## src/stt_pkg.sv

```systemverilog
// shared types and constants of the source text tokenizer
// no dependencies; used by every module of the block
package stt_pkg;

    localparam int POSITION_WIDTH_DEF = 24;
    localparam int LINE_WIDTH_DEF     = 16;
    localparam int KIND_WIDTH         = 5;
    localparam int DIAG_WIDTH         = 2;
    localparam int QUEUE_DEPTH        = 4;

    // token kinds
    localparam logic [KIND_WIDTH-1:0] TK_EOF     = 5'd0;
    localparam logic [KIND_WIDTH-1:0] TK_PLUS    = 5'd1;
    localparam logic [KIND_WIDTH-1:0] TK_MINUS   = 5'd2;
    localparam logic [KIND_WIDTH-1:0] TK_STAR    = 5'd3;
    localparam logic [KIND_WIDTH-1:0] TK_SLASH   = 5'd4;
    localparam logic [KIND_WIDTH-1:0] TK_DOT     = 5'd5;
    localparam logic [KIND_WIDTH-1:0] TK_COMMA   = 5'd6;
    localparam logic [KIND_WIDTH-1:0] TK_EQUAL   = 5'd7;
    localparam logic [KIND_WIDTH-1:0] TK_LPAREN  = 5'd8;
    localparam logic [KIND_WIDTH-1:0] TK_RPAREN  = 5'd9;
    localparam logic [KIND_WIDTH-1:0] TK_LBRACE  = 5'd10;
    localparam logic [KIND_WIDTH-1:0] TK_RBRACE  = 5'd11;
    localparam logic [KIND_WIDTH-1:0] TK_IDENT   = 5'd12;
    localparam logic [KIND_WIDTH-1:0] TK_NUMBER  = 5'd13;
    localparam logic [KIND_WIDTH-1:0] TK_STRING  = 5'd14;
    localparam logic [KIND_WIDTH-1:0] TK_ERROR   = 5'd15;
    localparam logic [KIND_WIDTH-1:0] TK_UNKNOWN = 5'd16;

    // diagnostics
    localparam logic [DIAG_WIDTH-1:0] DIAG_NONE    = 2'd0;
    localparam logic [DIAG_WIDTH-1:0] DIAG_ILLEGAL = 2'd1;
    localparam logic [DIAG_WIDTH-1:0] DIAG_UNTERM  = 2'd2;

    typedef enum logic [3:0] {
        CC_NUL,
        CC_CR,
        CC_LF,
        CC_BLANK,
        CC_OP,
        CC_DOT,
        CC_QUOTE,
        CC_UNDER,
        CC_ALPHA,
        CC_DIGIT,
        CC_OTHER
    } t_char_class;

    typedef struct packed {
        t_char_class           cls;
        logic [KIND_WIDTH-1:0] op_kind;
    } t_char_info;

endpackage

```

## src/stt_front.sv

```systemverilog
// front end: takes source bytes and classifies them into character classes
// depends on stt_pkg; feeds stt_queue
module stt_front (
    input  logic               i_clk,
    input  logic               i_rst_n,
    input  logic               i_valid,
    output logic               o_stall,
    input  logic [7:0]         i_char_code,
    input  logic               i_full,
    output logic               o_push,
    output stt_pkg::t_char_info o_push_info
);

    localparam logic [7:0] CH_NUL   = 8'h00;
    localparam logic [7:0] CH_TAB   = 8'h09;
    localparam logic [7:0] CH_LF    = 8'h0A;
    localparam logic [7:0] CH_CR    = 8'h0D;
    localparam logic [7:0] CH_SPACE = 8'h20;
    localparam logic [7:0] CH_QUOTE = 8'h22;
    localparam logic [7:0] CH_DOT   = 8'h2E;
    localparam logic [7:0] CH_UNDER = 8'h5F;

    function automatic stt_pkg::t_char_info classify(input logic [7:0] c);
        stt_pkg::t_char_info info;
        info.op_kind = stt_pkg::TK_EOF;
        info.cls     = stt_pkg::CC_OTHER;
        case (c)
            CH_NUL:   info.cls = stt_pkg::CC_NUL;
            CH_CR:    info.cls = stt_pkg::CC_CR;
            CH_LF:    info.cls = stt_pkg::CC_LF;
            CH_TAB,
            CH_SPACE: info.cls = stt_pkg::CC_BLANK;
            CH_QUOTE: info.cls = stt_pkg::CC_QUOTE;
            CH_UNDER: info.cls = stt_pkg::CC_UNDER;
            CH_DOT: begin
                info.cls     = stt_pkg::CC_DOT;
                info.op_kind = stt_pkg::TK_DOT;
            end
            "+": begin info.cls = stt_pkg::CC_OP; info.op_kind = stt_pkg::TK_PLUS;   end
            "-": begin info.cls = stt_pkg::CC_OP; info.op_kind = stt_pkg::TK_MINUS;  end
            "*": begin info.cls = stt_pkg::CC_OP; info.op_kind = stt_pkg::TK_STAR;   end
            "/": begin info.cls = stt_pkg::CC_OP; info.op_kind = stt_pkg::TK_SLASH;  end
            ",": begin info.cls = stt_pkg::CC_OP; info.op_kind = stt_pkg::TK_COMMA;  end
            "=": begin info.cls = stt_pkg::CC_OP; info.op_kind = stt_pkg::TK_EQUAL;  end
            "(": begin info.cls = stt_pkg::CC_OP; info.op_kind = stt_pkg::TK_LPAREN; end
            ")": begin info.cls = stt_pkg::CC_OP; info.op_kind = stt_pkg::TK_RPAREN; end
            "{": begin info.cls = stt_pkg::CC_OP; info.op_kind = stt_pkg::TK_LBRACE; end
            "}": begin info.cls = stt_pkg::CC_OP; info.op_kind = stt_pkg::TK_RBRACE; end
            default: begin
                if (c >= "0" && c <= "9") begin
                    info.cls = stt_pkg::CC_DIGIT;
                end else if ((c >= "a" && c <= "z") || (c >= "A" && c <= "Z")) begin
                    info.cls = stt_pkg::CC_ALPHA;
                end else begin
                    info.cls = stt_pkg::CC_OTHER;
                end
            end
        endcase
        return info;
    endfunction

    logic                r_valid;
    stt_pkg::t_char_info r_info;
    logic                accept;

    assign o_stall     = r_valid && i_full;
    assign accept      = i_valid && !o_stall;
    assign o_push      = r_valid && !i_full;
    assign o_push_info = r_info;

    always_ff @(posedge i_clk) begin
        if (!i_rst_n) begin
            r_valid <= 1'b0;
        end else if (accept) begin
            r_valid <= 1'b1;
        end else if (o_push) begin
            r_valid <= 1'b0;
        end
    end

    always_ff @(posedge i_clk) begin
        if (accept) begin
            r_info <= classify(i_char_code);
        end
    end

endmodule

```

## src/stt_queue.sv

```systemverilog
// short queue of classified bytes between the front end and the lexer
// depends on stt_pkg for the entry type and depth
module stt_queue (
    input  logic                i_clk,
    input  logic                i_rst_n,
    input  logic                i_push,
    input  stt_pkg::t_char_info i_push_info,
    output logic                o_full,
    output logic                o_valid,
    output stt_pkg::t_char_info o_head,
    input  logic                i_pop
);

    localparam int PTR_W = $clog2(stt_pkg::QUEUE_DEPTH);
    localparam int CNT_W = $clog2(stt_pkg::QUEUE_DEPTH + 1);
    localparam logic [PTR_W-1:0] PTR_LAST = PTR_W'(stt_pkg::QUEUE_DEPTH - 1);

    stt_pkg::t_char_info r_entry [stt_pkg::QUEUE_DEPTH];
    logic [PTR_W-1:0]    r_wr_ptr;
    logic [PTR_W-1:0]    r_rd_ptr;
    logic [CNT_W-1:0]    r_count;
    logic                do_push;
    logic                do_pop;

    assign o_full  = (r_count == CNT_W'(stt_pkg::QUEUE_DEPTH));
    assign o_valid = (r_count != '0);
    assign o_head  = r_entry[r_rd_ptr];
    assign do_push = i_push && !o_full;
    assign do_pop  = i_pop && o_valid;

    always_ff @(posedge i_clk) begin
        if (!i_rst_n) begin
            r_wr_ptr <= '0;
            r_rd_ptr <= '0;
            r_count  <= '0;
        end else begin
            if (do_push) begin
                r_wr_ptr <= (r_wr_ptr == PTR_LAST) ? '0 : r_wr_ptr + PTR_W'(1);
            end
            if (do_pop) begin
                r_rd_ptr <= (r_rd_ptr == PTR_LAST) ? '0 : r_rd_ptr + PTR_W'(1);
            end
            case ({do_push, do_pop})
                2'b10:   r_count <= r_count + CNT_W'(1);
                2'b01:   r_count <= r_count - CNT_W'(1);
                default: r_count <= r_count;
            endcase
        end
    end

    always_ff @(posedge i_clk) begin
        if (do_push) begin
            r_entry[r_wr_ptr] <= i_push_info;
        end
    end

endmodule

```

## src/stt_back.sv

```systemverilog
// back end: lexer state machine with position counters and the token output register
// depends on stt_pkg; reads classified bytes from stt_queue
module stt_back #(
    parameter int POSITION_WIDTH = stt_pkg::POSITION_WIDTH_DEF,
    parameter int LINE_WIDTH     = stt_pkg::LINE_WIDTH_DEF
) (
    input  logic                           i_clk,
    input  logic                           i_rst_n,
    input  logic                           i_q_valid,
    input  stt_pkg::t_char_info            i_q_info,
    output logic                           o_q_pop,
    input  logic                           i_stall,
    output logic                           o_valid,
    output logic [stt_pkg::KIND_WIDTH-1:0] o_token_kind,
    output logic [POSITION_WIDTH-1:0]      o_start_position,
    output logic [POSITION_WIDTH-1:0]      o_end_position,
    output logic [LINE_WIDTH-1:0]          o_start_line,
    output logic [LINE_WIDTH-1:0]          o_start_column,
    output logic [LINE_WIDTH-1:0]          o_end_line,
    output logic [LINE_WIDTH-1:0]          o_end_column,
    output logic [stt_pkg::DIAG_WIDTH-1:0] o_diag_code,
    output logic                           o_last_of_run
);

    typedef enum logic [2:0] {
        M_IDLE,
        M_AFTER_CR,
        M_IDENT,
        M_INT,
        M_FRAC,
        M_STRING
    } t_mode;

    localparam logic [LINE_WIDTH-1:0]     LC_ONE  = LINE_WIDTH'(1);
    localparam logic [POSITION_WIDTH-1:0] POS_ONE = POSITION_WIDTH'(1);
    localparam logic [POSITION_WIDTH-1:0] POS_TWO = POSITION_WIDTH'(2);

    function automatic logic [LINE_WIDTH-1:0] sat_add(input logic [LINE_WIDTH-1:0] v,
                                                      input logic [1:0] inc);
        logic [LINE_WIDTH:0] s;
        s = {1'b0, v} + {{(LINE_WIDTH-1){1'b0}}, inc};
        return s[LINE_WIDTH] ? {LINE_WIDTH{1'b1}} : s[LINE_WIDTH-1:0];
    endfunction

    // classes that give a record of their own when seen in idle mode
    function automatic logic idle_emits(input stt_pkg::t_char_class c);
        return (c == stt_pkg::CC_NUL) || (c == stt_pkg::CC_OP) ||
               (c == stt_pkg::CC_DOT) || (c == stt_pkg::CC_OTHER);
    endfunction

    // lexer state
    t_mode                     r_mode;
    logic                      r_held_valid;
    logic                      r_held_dot;
    logic                      r_replay;
    logic [POSITION_WIDTH-1:0] r_pos;
    logic [LINE_WIDTH-1:0]     r_line;
    logic [LINE_WIDTH-1:0]     r_col;
    logic [POSITION_WIDTH-1:0] r_tok_pos;
    logic [LINE_WIDTH-1:0]     r_tok_line;
    logic [LINE_WIDTH-1:0]     r_tok_col;

    t_mode                     n_mode;
    logic                      n_held_valid;
    logic                      n_held_dot;
    logic                      n_replay;
    logic [POSITION_WIDTH-1:0] n_pos;
    logic [LINE_WIDTH-1:0]     n_line;
    logic [LINE_WIDTH-1:0]     n_col;
    logic [POSITION_WIDTH-1:0] n_tok_pos;
    logic [LINE_WIDTH-1:0]     n_tok_line;
    logic [LINE_WIDTH-1:0]     n_tok_col;

    // output register
    logic                           r_out_valid;
    logic [stt_pkg::KIND_WIDTH-1:0] r_out_kind;
    logic [POSITION_WIDTH-1:0]      r_out_sp;
    logic [POSITION_WIDTH-1:0]      r_out_ep;
    logic [LINE_WIDTH-1:0]          r_out_sl;
    logic [LINE_WIDTH-1:0]          r_out_sc;
    logic [LINE_WIDTH-1:0]          r_out_el;
    logic [LINE_WIDTH-1:0]          r_out_ec;
    logic [stt_pkg::DIAG_WIDTH-1:0] r_out_diag;
    logic                           r_out_last;

    // one step of the lexer
    stt_pkg::t_char_class           cur_cls;
    logic [stt_pkg::KIND_WIDTH-1:0] cur_op;
    logic                           have_byte;
    logic                           out_ready;
    logic                           fire;
    logic                           do_idle;
    logic                           step_emit;
    logic                           step_consume;
    logic                           step_fallback;
    logic [stt_pkg::KIND_WIDTH-1:0] e_kind;
    logic [POSITION_WIDTH-1:0]      e_sp;
    logic [POSITION_WIDTH-1:0]      e_ep;
    logic [LINE_WIDTH-1:0]          e_sl;
    logic [LINE_WIDTH-1:0]          e_sc;
    logic [LINE_WIDTH-1:0]          e_el;
    logic [LINE_WIDTH-1:0]          e_ec;
    logic [stt_pkg::DIAG_WIDTH-1:0] e_diag;
    logic                           e_last;
    logic [POSITION_WIDTH-1:0]      pos1;
    logic [POSITION_WIDTH-1:0]      pos2;
    logic [LINE_WIDTH-1:0]          col1;
    logic [LINE_WIDTH-1:0]          col2;
    logic [LINE_WIDTH-1:0]          line1;

    assign pos1  = r_pos + POS_ONE;
    assign pos2  = r_pos + POS_TWO;
    assign col1  = sat_add(r_col, 2'd1);
    assign col2  = sat_add(r_col, 2'd2);
    assign line1 = sat_add(r_line, 2'd1);

    // a replayed held byte goes ahead of the queue head, which is not popped
    assign cur_cls   = r_replay ? (r_held_dot ? stt_pkg::CC_DOT : stt_pkg::CC_UNDER)
                                : i_q_info.cls;
    assign cur_op    = r_replay ? stt_pkg::TK_DOT : i_q_info.op_kind;
    assign have_byte = r_replay || i_q_valid;
    assign out_ready = !r_out_valid || !i_stall;
    assign fire      = have_byte && (!step_emit || out_ready);
    assign o_q_pop   = fire && step_consume && !r_replay;

    always_comb begin
        n_mode        = r_mode;
        n_held_valid  = r_held_valid;
        n_held_dot    = r_held_dot;
        n_replay      = r_replay;
        n_pos         = r_pos;
        n_line        = r_line;
        n_col         = r_col;
        n_tok_pos     = r_tok_pos;
        n_tok_line    = r_tok_line;
        n_tok_col     = r_tok_col;
        do_idle       = 1'b0;
        step_emit     = 1'b0;
        step_consume  = 1'b0;
        step_fallback = 1'b0;
        e_kind        = stt_pkg::TK_EOF;
        e_sp          = r_tok_pos;
        e_ep          = r_pos;
        e_sl          = r_tok_line;
        e_sc          = r_tok_col;
        e_el          = r_line;
        e_ec          = r_col;
        e_diag        = stt_pkg::DIAG_NONE;

        if (r_replay) begin
            n_replay = 1'b0;
            do_idle  = 1'b1;
        end else begin
            case (r_mode)
                M_AFTER_CR: begin
                    if (cur_cls == stt_pkg::CC_LF) begin
                        // LF of a CRLF pair
                        n_mode       = M_IDLE;
                        n_pos        = pos1;
                        step_consume = 1'b1;
                    end else begin
                        do_idle = 1'b1;
                    end
                end
                M_IDENT: begin
                    if (cur_cls == stt_pkg::CC_UNDER || cur_cls == stt_pkg::CC_ALPHA ||
                        cur_cls == stt_pkg::CC_DIGIT) begin
                        n_pos        = pos1;
                        n_col        = col1;
                        step_consume = 1'b1;
                    end else begin
                        step_emit = 1'b1;
                        e_kind    = stt_pkg::TK_IDENT;
                        n_mode    = M_IDLE;
                    end
                end
                M_FRAC: begin
                    if (cur_cls == stt_pkg::CC_UNDER || cur_cls == stt_pkg::CC_DIGIT) begin
                        n_pos        = pos1;
                        n_col        = col1;
                        step_consume = 1'b1;
                    end else begin
                        step_emit = 1'b1;
                        e_kind    = stt_pkg::TK_NUMBER;
                        n_mode    = M_IDLE;
                    end
                end
                M_STRING: begin
                    if (cur_cls == stt_pkg::CC_QUOTE) begin
                        step_emit    = 1'b1;
                        e_kind       = stt_pkg::TK_STRING;
                        e_ep         = pos1;
                        e_ec         = col1;
                        n_pos        = pos1;
                        n_col        = col1;
                        n_mode       = M_IDLE;
                        step_consume = 1'b1;
                    end else if (cur_cls == stt_pkg::CC_NUL) begin
                        step_emit = 1'b1;
                        e_kind    = stt_pkg::TK_ERROR;
                        e_diag    = stt_pkg::DIAG_UNTERM;
                        n_mode    = M_IDLE;
                    end else begin
                        // newlines inside strings only move the column
                        n_pos        = pos1;
                        n_col        = col1;
                        step_consume = 1'b1;
                    end
                end
                M_INT: begin
                    if (r_held_valid) begin
                        if (!r_held_dot && cur_cls != stt_pkg::CC_DOT) begin
                            // held underscore stays in the number
                            n_held_valid = 1'b0;
                            n_pos        = pos1;
                            n_col        = col1;
                            if (cur_cls == stt_pkg::CC_DIGIT) begin
                                n_pos        = pos2;
                                n_col        = col2;
                                step_consume = 1'b1;
                            end else if (cur_cls == stt_pkg::CC_UNDER) begin
                                n_held_valid = 1'b1;
                                n_held_dot   = 1'b0;
                                step_consume = 1'b1;
                            end else begin
                                step_emit = 1'b1;
                                e_kind    = stt_pkg::TK_NUMBER;
                                e_ep      = pos1;
                                e_ec      = col1;
                                n_mode    = M_IDLE;
                            end
                        end else if (r_held_dot && cur_cls == stt_pkg::CC_DIGIT) begin
                            n_held_valid = 1'b0;
                            n_pos        = pos2;
                            n_col        = col2;
                            n_mode       = M_FRAC;
                            step_consume = 1'b1;
                        end else begin
                            // number ends before the held byte, which is lexed again
                            step_emit     = 1'b1;
                            step_fallback = 1'b1;
                            e_kind        = stt_pkg::TK_NUMBER;
                            n_mode        = M_IDLE;
                            n_held_valid  = 1'b0;
                            n_replay      = 1'b1;
                        end
                    end else if (cur_cls == stt_pkg::CC_DIGIT) begin
                        n_pos        = pos1;
                        n_col        = col1;
                        step_consume = 1'b1;
                    end else if (cur_cls == stt_pkg::CC_UNDER || cur_cls == stt_pkg::CC_DOT) begin
                        n_held_valid = 1'b1;
                        n_held_dot   = (cur_cls == stt_pkg::CC_DOT);
                        step_consume = 1'b1;
                    end else begin
                        step_emit = 1'b1;
                        e_kind    = stt_pkg::TK_NUMBER;
                        n_mode    = M_IDLE;
                    end
                end
                default: begin
                    do_idle = 1'b1;
                end
            endcase
        end

        if (do_idle) begin
            n_held_valid = 1'b0;
            n_mode       = M_IDLE;
            step_consume = 1'b1;
            e_sp         = r_pos;
            e_sl         = r_line;
            e_sc         = r_col;
            case (cur_cls)
                stt_pkg::CC_CR: begin
                    n_pos  = pos1;
                    n_line = line1;
                    n_col  = LC_ONE;
                    n_mode = M_AFTER_CR;
                end
                stt_pkg::CC_LF: begin
                    n_pos  = pos1;
                    n_line = line1;
                    n_col  = LC_ONE;
                end
                stt_pkg::CC_BLANK: begin
                    n_pos = pos1;
                    n_col = col1;
                end
                stt_pkg::CC_NUL: begin
                    step_emit = 1'b1;
                    e_kind    = stt_pkg::TK_EOF;
                    n_pos     = pos1;
                    n_col     = col1;
                end
                stt_pkg::CC_OP,
                stt_pkg::CC_DOT: begin
                    step_emit = 1'b1;
                    e_kind    = cur_op;
                    e_ep      = pos1;
                    e_ec      = col1;
                    n_pos     = pos1;
                    n_col     = col1;
                end
                stt_pkg::CC_QUOTE,
                stt_pkg::CC_UNDER,
                stt_pkg::CC_ALPHA,
                stt_pkg::CC_DIGIT: begin
                    n_tok_pos  = r_pos;
                    n_tok_line = r_line;
                    n_tok_col  = r_col;
                    n_pos      = pos1;
                    n_col      = col1;
                    if (cur_cls == stt_pkg::CC_QUOTE) begin
                        n_mode = M_STRING;
                    end else if (cur_cls == stt_pkg::CC_DIGIT) begin
                        n_mode = M_INT;
                    end else begin
                        n_mode = M_IDENT;
                    end
                end
                default: begin
                    step_emit = 1'b1;
                    e_kind    = stt_pkg::TK_UNKNOWN;
                    e_diag    = stt_pkg::DIAG_ILLEGAL;
                    n_pos     = pos1;
                    n_col     = col1;
                end
            endcase
        end
    end

    // a record that leaves its byte in the queue is the last only if idle mode
    // makes nothing of that byte; a fallback always has the held byte to follow
    always_comb begin
        if (step_consume && !r_replay) begin
            e_last = 1'b1;
        end else if (step_fallback) begin
            e_last = 1'b0;
        end else begin
            e_last = !idle_emits(i_q_info.cls);
        end
    end

    always_ff @(posedge i_clk) begin
        if (!i_rst_n) begin
            r_mode       <= M_IDLE;
            r_held_valid <= 1'b0;
            r_held_dot   <= 1'b0;
            r_replay     <= 1'b0;
            r_pos        <= '0;
            r_line       <= LC_ONE;
            r_col        <= LC_ONE;
            r_out_valid  <= 1'b0;
        end else begin
            if (fire) begin
                r_mode       <= n_mode;
                r_held_valid <= n_held_valid;
                r_held_dot   <= n_held_dot;
                r_replay     <= n_replay;
                r_pos        <= n_pos;
                r_line       <= n_line;
                r_col        <= n_col;
                r_tok_pos    <= n_tok_pos;
                r_tok_line   <= n_tok_line;
                r_tok_col    <= n_tok_col;
            end
            if (fire && step_emit) begin
                r_out_valid <= 1'b1;
                r_out_kind  <= e_kind;
                r_out_sp    <= e_sp;
                r_out_ep    <= e_ep;
                r_out_sl    <= e_sl;
                r_out_sc    <= e_sc;
                r_out_el    <= e_el;
                r_out_ec    <= e_ec;
                r_out_diag  <= e_diag;
                r_out_last  <= e_last;
            end else if (!i_stall) begin
                r_out_valid <= 1'b0;
            end
        end
    end

    assign o_valid          = r_out_valid;
    assign o_token_kind     = r_out_kind;
    assign o_start_position = r_out_sp;
    assign o_end_position   = r_out_ep;
    assign o_start_line     = r_out_sl;
    assign o_start_column   = r_out_sc;
    assign o_end_line       = r_out_el;
    assign o_end_column     = r_out_ec;
    assign o_diag_code      = r_out_diag;
    assign o_last_of_run    = r_out_last;

endmodule

```

## src/source_text_tokenizer_core.sv

```systemverilog
// Streaming tokenizer: one ASCII source byte in per item, token records out; byte 0 ends the
// text. The front end takes one byte every cycle unless the queue is full, and classifies
// it; a four-entry queue separates it from the lexer, which runs one step per cycle while it
// has a byte and no record waits on a stalled output, and writes at most one record per step
// into the output register. A byte inside a token or blank space takes one step; a byte that
// ends a token, other than a closing quote, takes one step more. The byte after a number
// that ends on a held '.' takes three steps, and a '.' after a held '_' four, since the held
// byte is lexed again in a step of its own. The input keeps one byte per cycle while the
// queue soaks up these extra steps and records are taken at once; a long run of token ends
// or a stalled output fills the queue and stalls the input. Line and column counts saturate,
// byte positions wrap. Depends on stt_pkg, stt_front, stt_queue and stt_back.
module source_text_tokenizer_core #(
    parameter int POSITION_WIDTH = stt_pkg::POSITION_WIDTH_DEF,
    parameter int LINE_WIDTH     = stt_pkg::LINE_WIDTH_DEF
) (
    input  logic                           i_clk,
    input  logic                           i_rst_n,
    input  logic                           i_valid,
    output logic                           o_stall,
    input  logic [7:0]                     i_char_code,
    output logic                           o_valid,
    input  logic                           i_stall,
    output logic [stt_pkg::KIND_WIDTH-1:0] o_token_kind,
    output logic [POSITION_WIDTH-1:0]      o_start_position,
    output logic [POSITION_WIDTH-1:0]      o_end_position,
    output logic [LINE_WIDTH-1:0]          o_start_line,
    output logic [LINE_WIDTH-1:0]          o_start_column,
    output logic [LINE_WIDTH-1:0]          o_end_line,
    output logic [LINE_WIDTH-1:0]          o_end_column,
    output logic [stt_pkg::DIAG_WIDTH-1:0] o_diag_code,
    output logic                           o_last_of_run
);

    logic                push;
    stt_pkg::t_char_info push_info;
    logic                q_full;
    logic                q_valid;
    stt_pkg::t_char_info q_head;
    logic                q_pop;

    stt_front u_front (
        .i_clk       (i_clk),
        .i_rst_n     (i_rst_n),
        .i_valid     (i_valid),
        .o_stall     (o_stall),
        .i_char_code (i_char_code),
        .i_full      (q_full),
        .o_push      (push),
        .o_push_info (push_info)
    );

    stt_queue u_queue (
        .i_clk       (i_clk),
        .i_rst_n     (i_rst_n),
        .i_push      (push),
        .i_push_info (push_info),
        .o_full      (q_full),
        .o_valid     (q_valid),
        .o_head      (q_head),
        .i_pop       (q_pop)
    );

    stt_back #(
        .POSITION_WIDTH (POSITION_WIDTH),
        .LINE_WIDTH     (LINE_WIDTH)
    ) u_back (
        .i_clk            (i_clk),
        .i_rst_n          (i_rst_n),
        .i_q_valid        (q_valid),
        .i_q_info         (q_head),
        .o_q_pop          (q_pop),
        .i_stall          (i_stall),
        .o_valid          (o_valid),
        .o_token_kind     (o_token_kind),
        .o_start_position (o_start_position),
        .o_end_position   (o_end_position),
        .o_start_line     (o_start_line),
        .o_start_column   (o_start_column),
        .o_end_line       (o_end_line),
        .o_end_column     (o_end_column),
        .o_diag_code      (o_diag_code),
        .o_last_of_run    (o_last_of_run)
    );

    // nothing left over in the output register after reset
    a_reset_clears_out: assert property (@(posedge i_clk) !i_rst_n |=> !o_valid)
        else $error("token output valid after reset");

    // an unterminated string is always followed by the eof record of the same byte
    a_unterm_not_last: assert property (@(posedge i_clk) disable iff (!i_rst_n)
        o_valid && o_diag_code == stt_pkg::DIAG_UNTERM
        |-> o_token_kind == stt_pkg::TK_ERROR && !o_last_of_run)
        else $error("unterminated string record malformed");

    // eof closes its run and has size zero
    a_eof_shape: assert property (@(posedge i_clk) disable iff (!i_rst_n)
        o_valid && o_token_kind == stt_pkg::TK_EOF
        |-> o_last_of_run && o_start_position == o_end_position
            && o_diag_code == stt_pkg::DIAG_NONE)
        else $error("eof record malformed");

    // the queue only pops with a byte present
    a_pop_has_data: assert property (@(posedge i_clk) disable iff (!i_rst_n)
        q_pop |-> q_valid)
        else $error("queue popped while empty");

endmodule

```

## config.mk

```make
export PLATFORM = sky130hd
export DESIGN_NAME = source_text_tokenizer_core
export DESIGN_NICKNAME = d
export VERILOG_FILES = /design/src/stt_pkg.sv /design/src/stt_front.sv /design/src/stt_queue.sv /design/src/stt_back.sv /design/src/source_text_tokenizer_core.sv
export SDC_FILE = /design/constraint.sdc
export NUM_CORES = 1
export LEC_CHECK = 0
export BUFFER_PORTS_ARGS = -buffer_cell sky130_fd_sc_hd__buf_2
export CAP_MARGIN = 10
export CORE_ASPECT_RATIO = 0.8
export CORE_MARGIN = 5
export CORE_UTILIZATION = 41
export DETAILED_ROUTE_END_ITERATION = 10
export PLACE_DENSITY_LB_ADDON = 0.1
export SLEW_MARGIN = 20
export SYNTH_ARGS = -nofsm -noshare
export SYNTH_HDL_FRONTEND = slang
export SYNTH_SLANG_ARGS = --single-unit
export TNS_END_PERCENT = 100
```

## constraint.sdc

```tcl
create_clock -name i_clk -period 37.4 [get_ports i_clk]
set_input_delay 7.48 -clock i_clk [delete_from_list [all_inputs] [get_ports i_clk]]
set_output_delay 7.48 -clock i_clk [all_outputs]
set_load 0.02 [all_outputs]
```

==> summary.md, run 1 <==
| Metric | Value |
|---|---|
| Antenna violations before repair | 0 |
| Most common cell in the netlist | nand2_1 |
| Vias in the first global route | around 10000 |
| # nets final | around 1400 |
| Worst setup SP type | input port |
| Maximum vdd drop | ~36 uV |
| Pwr/cell area | 65.18 nW/um^2 |
| GP Congestion | approximately 0.85 |
| Starting Density | 41.23% |
| Routed wl met3 | about 1.8 mm |
| F_max | a little over 100 MHz |
| Root Driver | clkbuf_16 |
| Crit path arrival time | a little under 10 ns |
| Vias | ~10000 |
| Largest area contributor in the netlist | edfxtp_1 |
| Top Metal Used | met4 |
| Syn avg cell area | about 10 sq um |
| Setup crit end | u_back.r_tok_pos[9] |
| Synth cell types | 79 |
| Slew @ Worst Pin | roughly 1.1 ns |
| Longest Clk Path Bufs | 3 |
| Hold Fails Final Rpt | 0 |
| Worst Skew | between 0.015 and 0.02 ns |
| Horiz. Die Dim | 214.7 um |
| Final setup viols | 0 |
| Worst setup path startpoint | i_stall |
| R2R depth | 9 |
| Largest net degree at the start of global routing | 75 |
| Antenna Diode Count | 0 |
| Number of synthesized flops with an enable pin | roughly 220 |
| Core footprint | 33330 sq um |
| 1st-iter DRT viols | 780 |
| Area growth syn-to-layout | 13.85% |
| CP max FO | 33 |
| TritonCTS clock tree | built |
| FF-to-FF End | u_back.r_tok_pos[9] |
| Share of cells above drive strength 1 | between 10% and 20% |
| Grt ovf | 0 |
| Die Area | 37300 sq um |
| Critical path endpoint category | flip-flop |
| Final critical-path required period | between 9 and 10 ns |
| Port bufs | 133 |
| Worst EP required | around 38 ns |
| R2R Setup Slk | ~32 ns |
| YS warnings | 0 |
| Post-DR vias/cell | about 5.5 |
| Status | complete, no violations |
| Cell area after synthesis | approximately 14000 sq um |
| Fin crit share | between 20 and 30% |
| H-tree Lvls | 1 |
| FF+latch count, synth | about 290 |
| Antenna-violating nets left | 0 |
| Post-Syn Nets | roughly 1300 |
| Post-CTS setup repair buffer count | 0 |
| Crit path kind | in -> reg |
| Resized Gates After CTS | 0 |
| Fin util | 46.94% |
| Tot Pwr | about 0.0010 W |
| Later-pin clock latency in the skew report | between 0.5 and 0.6 ns |
| First-pass GRT wire length | 54.11 mm |
| Post-synthesis sequential area ratio | 57.83% |
| Drt first pass iters | 7 |
| Slew Viols, Final | 0 |
| Wire per inst | about 18 um |
| Cts-stage hold buffer count | 0 |
| Cells after Synth | roughly 1300 |
| Hold crit path type | reg -> reg |
| Pleak | ~5.6 nW |
| DP HPWL | between 20 and 25 mm |
| Gr usage total | 17.45% |
| RSZ-0062 raised after global routing | false |
| Worst-path clk slew | roughly 0.060 ns |
| Ports | between 100 and 150 |
| Clock sinks | between 200 and 300 |
| TritonCTS buffer count | 30 |
| Ys async rst share | 0% |
| FP Rows | 60 |
| Die H | approximately 170 um |
| Setup TNS | 0 ns |
| Worst rel slew slack | 28.57% |
| MaxCap Viol Count | 0 |
| Metal-1 WL | ~16 mm |
| Yosys top cell area share | approximately 47% |
| Final WL | between 30 and 40 mm |
| Final cell count without fillers | about 1900 |
| DP Cell Count | between 1500 and 2000 |
| Synth area leaders | edfxtp_1 (47%), dfxtp_1 (11%), nand2_1 (7.3%) |
| Ys flop type | edfxtp_1 |
| Drt drc | 0 |
| WL met2 | about 15 mm |
| Top post-synthesis cells by count | nand2_1 (269), edfxtp_1 (216), nor2_1 (93) |
==> per-stage QoR <==
step / hold slack, ns / cell area [sq um] / worst slack (ns)
3_3_place_gp: 0.4774 / 14710 / 27.14
4_1_cts: 0.4988 / 15640 / 27.72
2_1_floorplan: 0.4064 / 13740 / 17.25
3_5_place_dp: 0.4872 / 14720 / 27.13
5_1_grt: 0.5171 / 15650 / 27.54
6_report: 0.4973 / 15650 / 27.76
==> worst min path at each step <==
stage                                start               endpoint  slack [ns]  depth (start not counted)
floorplan                 u_back.r_col[10]   u_back.r_tok_col[10]        0.41                          0
global placement    u_front.o_push_info[3]  u_queue.r_entry[0][3]        0.48                          0
detailed placement  u_front.o_push_info[7]  u_queue.r_entry[1][6]        0.49                          0
CTS                    u_queue.r_rd_ptr[0]    u_queue.r_rd_ptr[0]        0.50                          2
global route           u_queue.r_wr_ptr[1]    u_queue.r_wr_ptr[1]        0.52                          2
finish                 u_queue.r_rd_ptr[0]    u_queue.r_rd_ptr[0]        0.50                          2
==> state kept, by name (all words and copies together), names as in the netlist, 5 cells and up, named ones only <==
signal,flops
u_back.e_el,16
u_back.o_end_column,16
u_back.o_end_line,16
u_back.o_end_position,24
u_back.o_start_column,16
u_back.o_start_line,16
u_back.o_start_position,24
u_back.o_token_kind,5
u_back.r_col,16
u_back.r_pos,24
u_back.r_tok_col,16
u_back.r_tok_line,16
u_back.r_tok_pos,24
u_front.o_push_info,8
u_queue.r_entry,32
==> kinds of logic (layout without fill, tap and decap cells) <==
family,after synthesis,count (layout),synth area share [%]
buffers and inverters,104,218,3.159
and+or+nand+nor,572,572,19.60
xor gates and xnor gates,52,52,3.314
muxes,21,21,2.486
AOI/OAI and AO/OA,266,266,12.46
DFF,289,289,57.83
adders and majority gates,12,12,1.147
==> power by group <==
part | leakage (nW) | switching (W) | internal [W]
registers | 2.62 | 0.0000303 | 0.000419
logic | 2.58 | 0.000205 | 0.0000845
clock network | 0.449 | 0.000119 | 0.000161
==> layout by cell type (no fill, tap or decap), types with 10 or more instances in the layout <==
master,n
a211oi_1,10
a21oi_1,91
a31oi_1,15
and2_1,10
and3_1,18
buf_2,133
buf_4,13
clkbuf_1,16
clkbuf_16,31
dfxtp_1,73
edfxtp_1,216
ha_1,11
inv_1,16
nand2_1,269
nand2b_1,17
nand3_1,38
nand4_1,20
nor2_1,93
nor3_1,25
o21ai_0,55
o31ai_1,15
or3_1,16
or4_1,12
xnor2_1,18
xor2_1,34
==> critical path, cell delays in order <==
cell,delay [ns]
buf_2,0.09
nand2_1,0.19
a31o_2,0.23
o21a_1,0.29
nand3_1,0.20
a21oi_4,0.73
buf_4,0.56
==> metal layers <==
layer / vias up / GRT usage, %
li1: 4990 / -
met1: 4877 / 25.65
met2: 294 / 27.02
met3: 57 / 3.056
met4: 0 / 4.293
met5: - / 0
==> final cells by class <==
type / count / area [sq um]
timing repair buffer: 146 / 763.2
inverter: 16 / 60.06
fill: 3192 / 17690
tap: 434 / 543.0
clock buffer: 51 / 890.9
clock inverter: 5 / 28.78
multi-input combinational: 923 / 5411
sequential: 289 / 7948
Power figures use the tool's default switching activity.
==> run 2, diff against run 1 <==
--- a/config.mk
+++ b/config.mk
@@ -5,6 +5,7 @@
 export SDC_FILE = /design/constraint.sdc
 export NUM_CORES = 1
 export LEC_CHECK = 0
+export ABC_AREA = 1
 export BUFFER_PORTS_ARGS = -buffer_cell sky130_fd_sc_hd__buf_2
 export CAP_MARGIN = 10
 export CORE_ASPECT_RATIO = 0.8
==> constraint.sdc (replaced) <==
create_clock -name i_clk -period 7.9 [get_ports i_clk]
set_input_delay 1.58 -clock i_clk [delete_from_list [all_inputs] [get_ports i_clk]]
set_output_delay 1.58 -clock i_clk [all_outputs]
set_load 0.02 [all_outputs]
==> run 2 against run 1 <==
- combinational power increased to 8.8 times the previous value
- synthesized area increased by 8.4%
- power rose to 6.5 times the previous value
- first-iteration DRC count rose by 62%
- via count increased by 21%
- design area is 8.7% higher
- critical path type is now reg -> reg
- die area increased by 8.0%
- non-clock buffer count fell by 4
- register-to-register slack worse by 29 ns
- synthesized cell count rose by 30%
- sequential power rose to 5.6 times the previous value
- critical path depth grew 12
==> summary.md, run 2 <==
| Metric | Value |
|---|---|
| FF+latch count, synth | 289 (unchanged) |
| Synth area leaders | edfxtp_1 (44%), nand2_1 (9.8%), dfxtp_1 (9.8%) |
| Grt ovf | 0 (unchanged) |
| Fin util | 47.34% (+0.40 points) |
| Most common cell in the netlist | nand2_1 |
| MaxCap Viol Count | 0 (unchanged) |
| Antenna Diode Count | 0 (unchanged) |
| Later-pin clock latency in the skew report | 0.57 ns (about the same) |
| Slew Viols, Final | 0 (unchanged) |
| Final WL | 42.09 mm (+25%) |
| Post-DR vias/cell | 5.345 (-2.5%) |
| Post-CTS setup repair buffer count | 0 (unchanged) |
| Sw Ratio | 40.99% (+6.2 points) |
| Largest area contributor in the netlist | edfxtp_1 |
| Vias | 12360 (+21%) |
| Longest Clk Path Bufs | 3 (unchanged) |
| Port bufs | 133 (unchanged) |
| CP max FO | 89 (+170%) |
| Top post-synthesis cells by count | nand2_1 (390), edfxtp_1 (216), o21ai_0 (172) |
| Drt first pass iters | 6 (-1) |
| TritonCTS buffer count | 30 (unchanged) |
| Area growth syn-to-layout | 14.13% |
| Crit path arrival time | 5.27 ns (-4.55 ns) |
| Pwr/cell area | 388.4 nW/um^2 (+500%) |
| Worst setup SP type | flip-flop |
| Pint | 0.003896 W (+490%) |
| Syn avg cell area | 8.722 sq um (-16%) |
| Maximum vdd drop | 322.9 uV (+790%) |
| Worst-path clk slew | 0.07 ns (about the same) |
| Final setup viols | 0 (unchanged) |
| Ports | 134 (unchanged) |
| Final hold slack | 0.4891 ns (-0.008112 ns) |
| 1st-iter DRT viols | 1263 (+62%) |
| Wire per inst | 18.20 um (+0.74%) |
| Starting Density | 41.48% (+0.25 points) |
| Ys flop type | edfxtp_1 |
| Slew @ Worst Pin | 1.064 ns (+0.006472 ns) |
| Cell area after synthesis | 14900 sq um (+8.4%) |
| Hold crit path type | reg -> reg |
| # nets final | 1833 (+28%) |
| Placed instance area | 15910 sq um (+8.1%) |
| Resized Gates After CTS | 0 (unchanged) |
| Cells after Synth | 1708 (+30%) |
| Fin crit share | 61.12% |
| DP HPWL | 29.05 mm (+31%) |
| Hold Fails Final Rpt | 0 (unchanged) |
| Combinational power share | 38.5% (+10 points) |
| YS warnings | 0 (unchanged) |
| Final cell count without fillers | 2313 (+24%) |
| Worst path most repeated cell | nand2_1 |
| Seq pwr share | 38.2% (-5.9 points) |
| Antenna-violating nets left | 0 (unchanged) |
| Core footprint | 35920 sq um (+7.8%) |
| CP Cell Sequence | inv_8, nand2_1, nand2_1, nand2_1, nand2_4, nor2_8, nand2_2, nor3_4, nand2_2, nand2_4, buf_4, nand2_1, buf_4, inv_1, o21ai_0, o21ai_0, nand3_1, nand2_1, nor2_1 |
| Number of synthesized flops with an enable pin | 216 (unchanged) |
| Setup TNS | 0 ns (unchanged) |
| Pleak | 6.541 nW (+16%) |
| Horiz. Die Dim | 223.1 um (+3.9%) |
| Most frequent cells in the layout | nand2_1 (390), edfxtp_1 (216), o21ai_0 (172), inv_1 (162), nor2_1 (156) |
| Largest Register | u_queue.r_entry |
| Largest net degree at the start of global routing | 110 (+47%) |
| Drt drc | 0 (unchanged) |
| Synth cell types | 57 (-28%) |
| Post-route cell area | 17000 sq um (+8.7%) |
| Status | complete, no violations |
| Ys async rst share | 0% (unchanged) |
| Gr usage total | 20.35% (+2.9 points) |
| Worst rel slew slack | 28.99% (+0.42 points) |
| Final critical-path required period | 4.828 ns |
| Die H | 180.5 um (+3.9%) |
| Post-synthesis sequential area ratio | 53.35% (-4.5 points) |
| Clock sinks | 289 (unchanged) |
| TritonCTS clock tree | built |
| Crit path kind | reg -> reg |
| RSZ-0062 raised after global routing | false |
| Share of cells above drive strength 1 | 14.89% (-1.1 points) |
| Slowest CP cell | inv_1 |
| DP Cell Count | 2257 (+25%) |
| Cts-stage hold buffer count | 0 (unchanged) |
| P_sw | 0.002707 W (+660%) |
| Worst Skew | 0.01867 ns (+0.003054 ns) |
| Crit-path max cell delay | 0.79 ns (+0.06 ns) |
| F_max | 207.1 MHz |
| Vias in the first global route | 11620 (+19%) |
| Post-Syn Nets | 1732 (+29%) |
| Clock power frac | 23.3% (-4.2 points) |
| Root Driver | clkbuf_16 |
| Antenna violations before repair | 0 (unchanged) |
| GP Congestion | 0.9279 (+9.1%) |
| Commonest non-fill, non-tap cell in the layout | nand2_1 |
| Max reg flops | 32 (unchanged) |
| First-pass GRT wire length | 67.07 mm (+24%) |
| H-tree Lvls | 1 (unchanged) |
| Yosys top cell area share | 43.54% (-3.7 points) |
| Critical path endpoint category | flip-flop |
| FP Rows | 62 (+3.3%) |
| Die Area | 40270 sq um (+8.0%) |
| Worst EP required | 8.34 ns (-29.25 ns) |
run 2: final timing paths:
kind / from / to / cells past startpoint / slack [ns]
hold reg to reg: u_back.r_pos[22] / u_back.r_tok_pos[22] / 0 / 0.49
setup reg to reg: flip-flop / u_back.r_pos[7] / 19 / 3.07
setup / recovery: flip-flop / u_back.r_pos[7] / 19 / 3.07
hold / removal: u_back.r_pos[22] / u_back.r_tok_pos[22] / 0 / 0.49
run 2: power by group through the flow:
stage               logic, W  clock network (W)  registers, W
floorplan            0.00148                  0       0.00288
global placement     0.00254                  0       0.00255
detailed placement   0.00255                  0       0.00255
CTS                  0.00256            0.00158       0.00253
global route         0.00282            0.00165       0.00258
finish               0.00254            0.00154       0.00252
run 2: cells by family (layout without fill, tap and decap cells):
kind of cell	Yosys count	after routing	share of synthesized area (%)
AND/OR/NAND/NOR	766	766	22.77
AO/OA/AOI/OAI	349	349	13.22
flip-flops	289	289	53.35
buffers and inverters	245	370	6.837
XOR/XNOR	47	47	2.763
adder cells (fa/ha/maj)	12	12	1.058
run 2: layout make-up:
cell class	count	area, sq um
Clock buffer	36	814.5
Clock inverter	20	267.8
Fill cell	3435	18920
Inverter	172	655.6
Multi-Input combinational cell	1174	5969
Sequential cell	289	7948
Tap cell	480	600.6
Timing Repair Buffer	142	745.7
run 2: per-layer routing:
layer | wire (um) | track usage (%)
met5 | 0 | 0
met4 | 674 | 3.430
met3 | 2794 | 3.176
met2 | 18610 | 31.40
met1 | 20010 | 30.83
run 2: through the flow:
step                      total power, W  setup WS, ns
after floorplan                 0.004358       0.02393
after global placement          0.005096         3.222
after detailed placement        0.005102         3.085
after CTS                       0.006667         3.080
after global routing            0.007042         2.539
final                           0.006603         3.072
run 2: critical path: cells and delay by family, from the launching register on:
kind	cells	cell delay, ns
simple gates	13	1.62
compound gates	2	0.31
flops	1	0.77
buf+inv	4	1.90
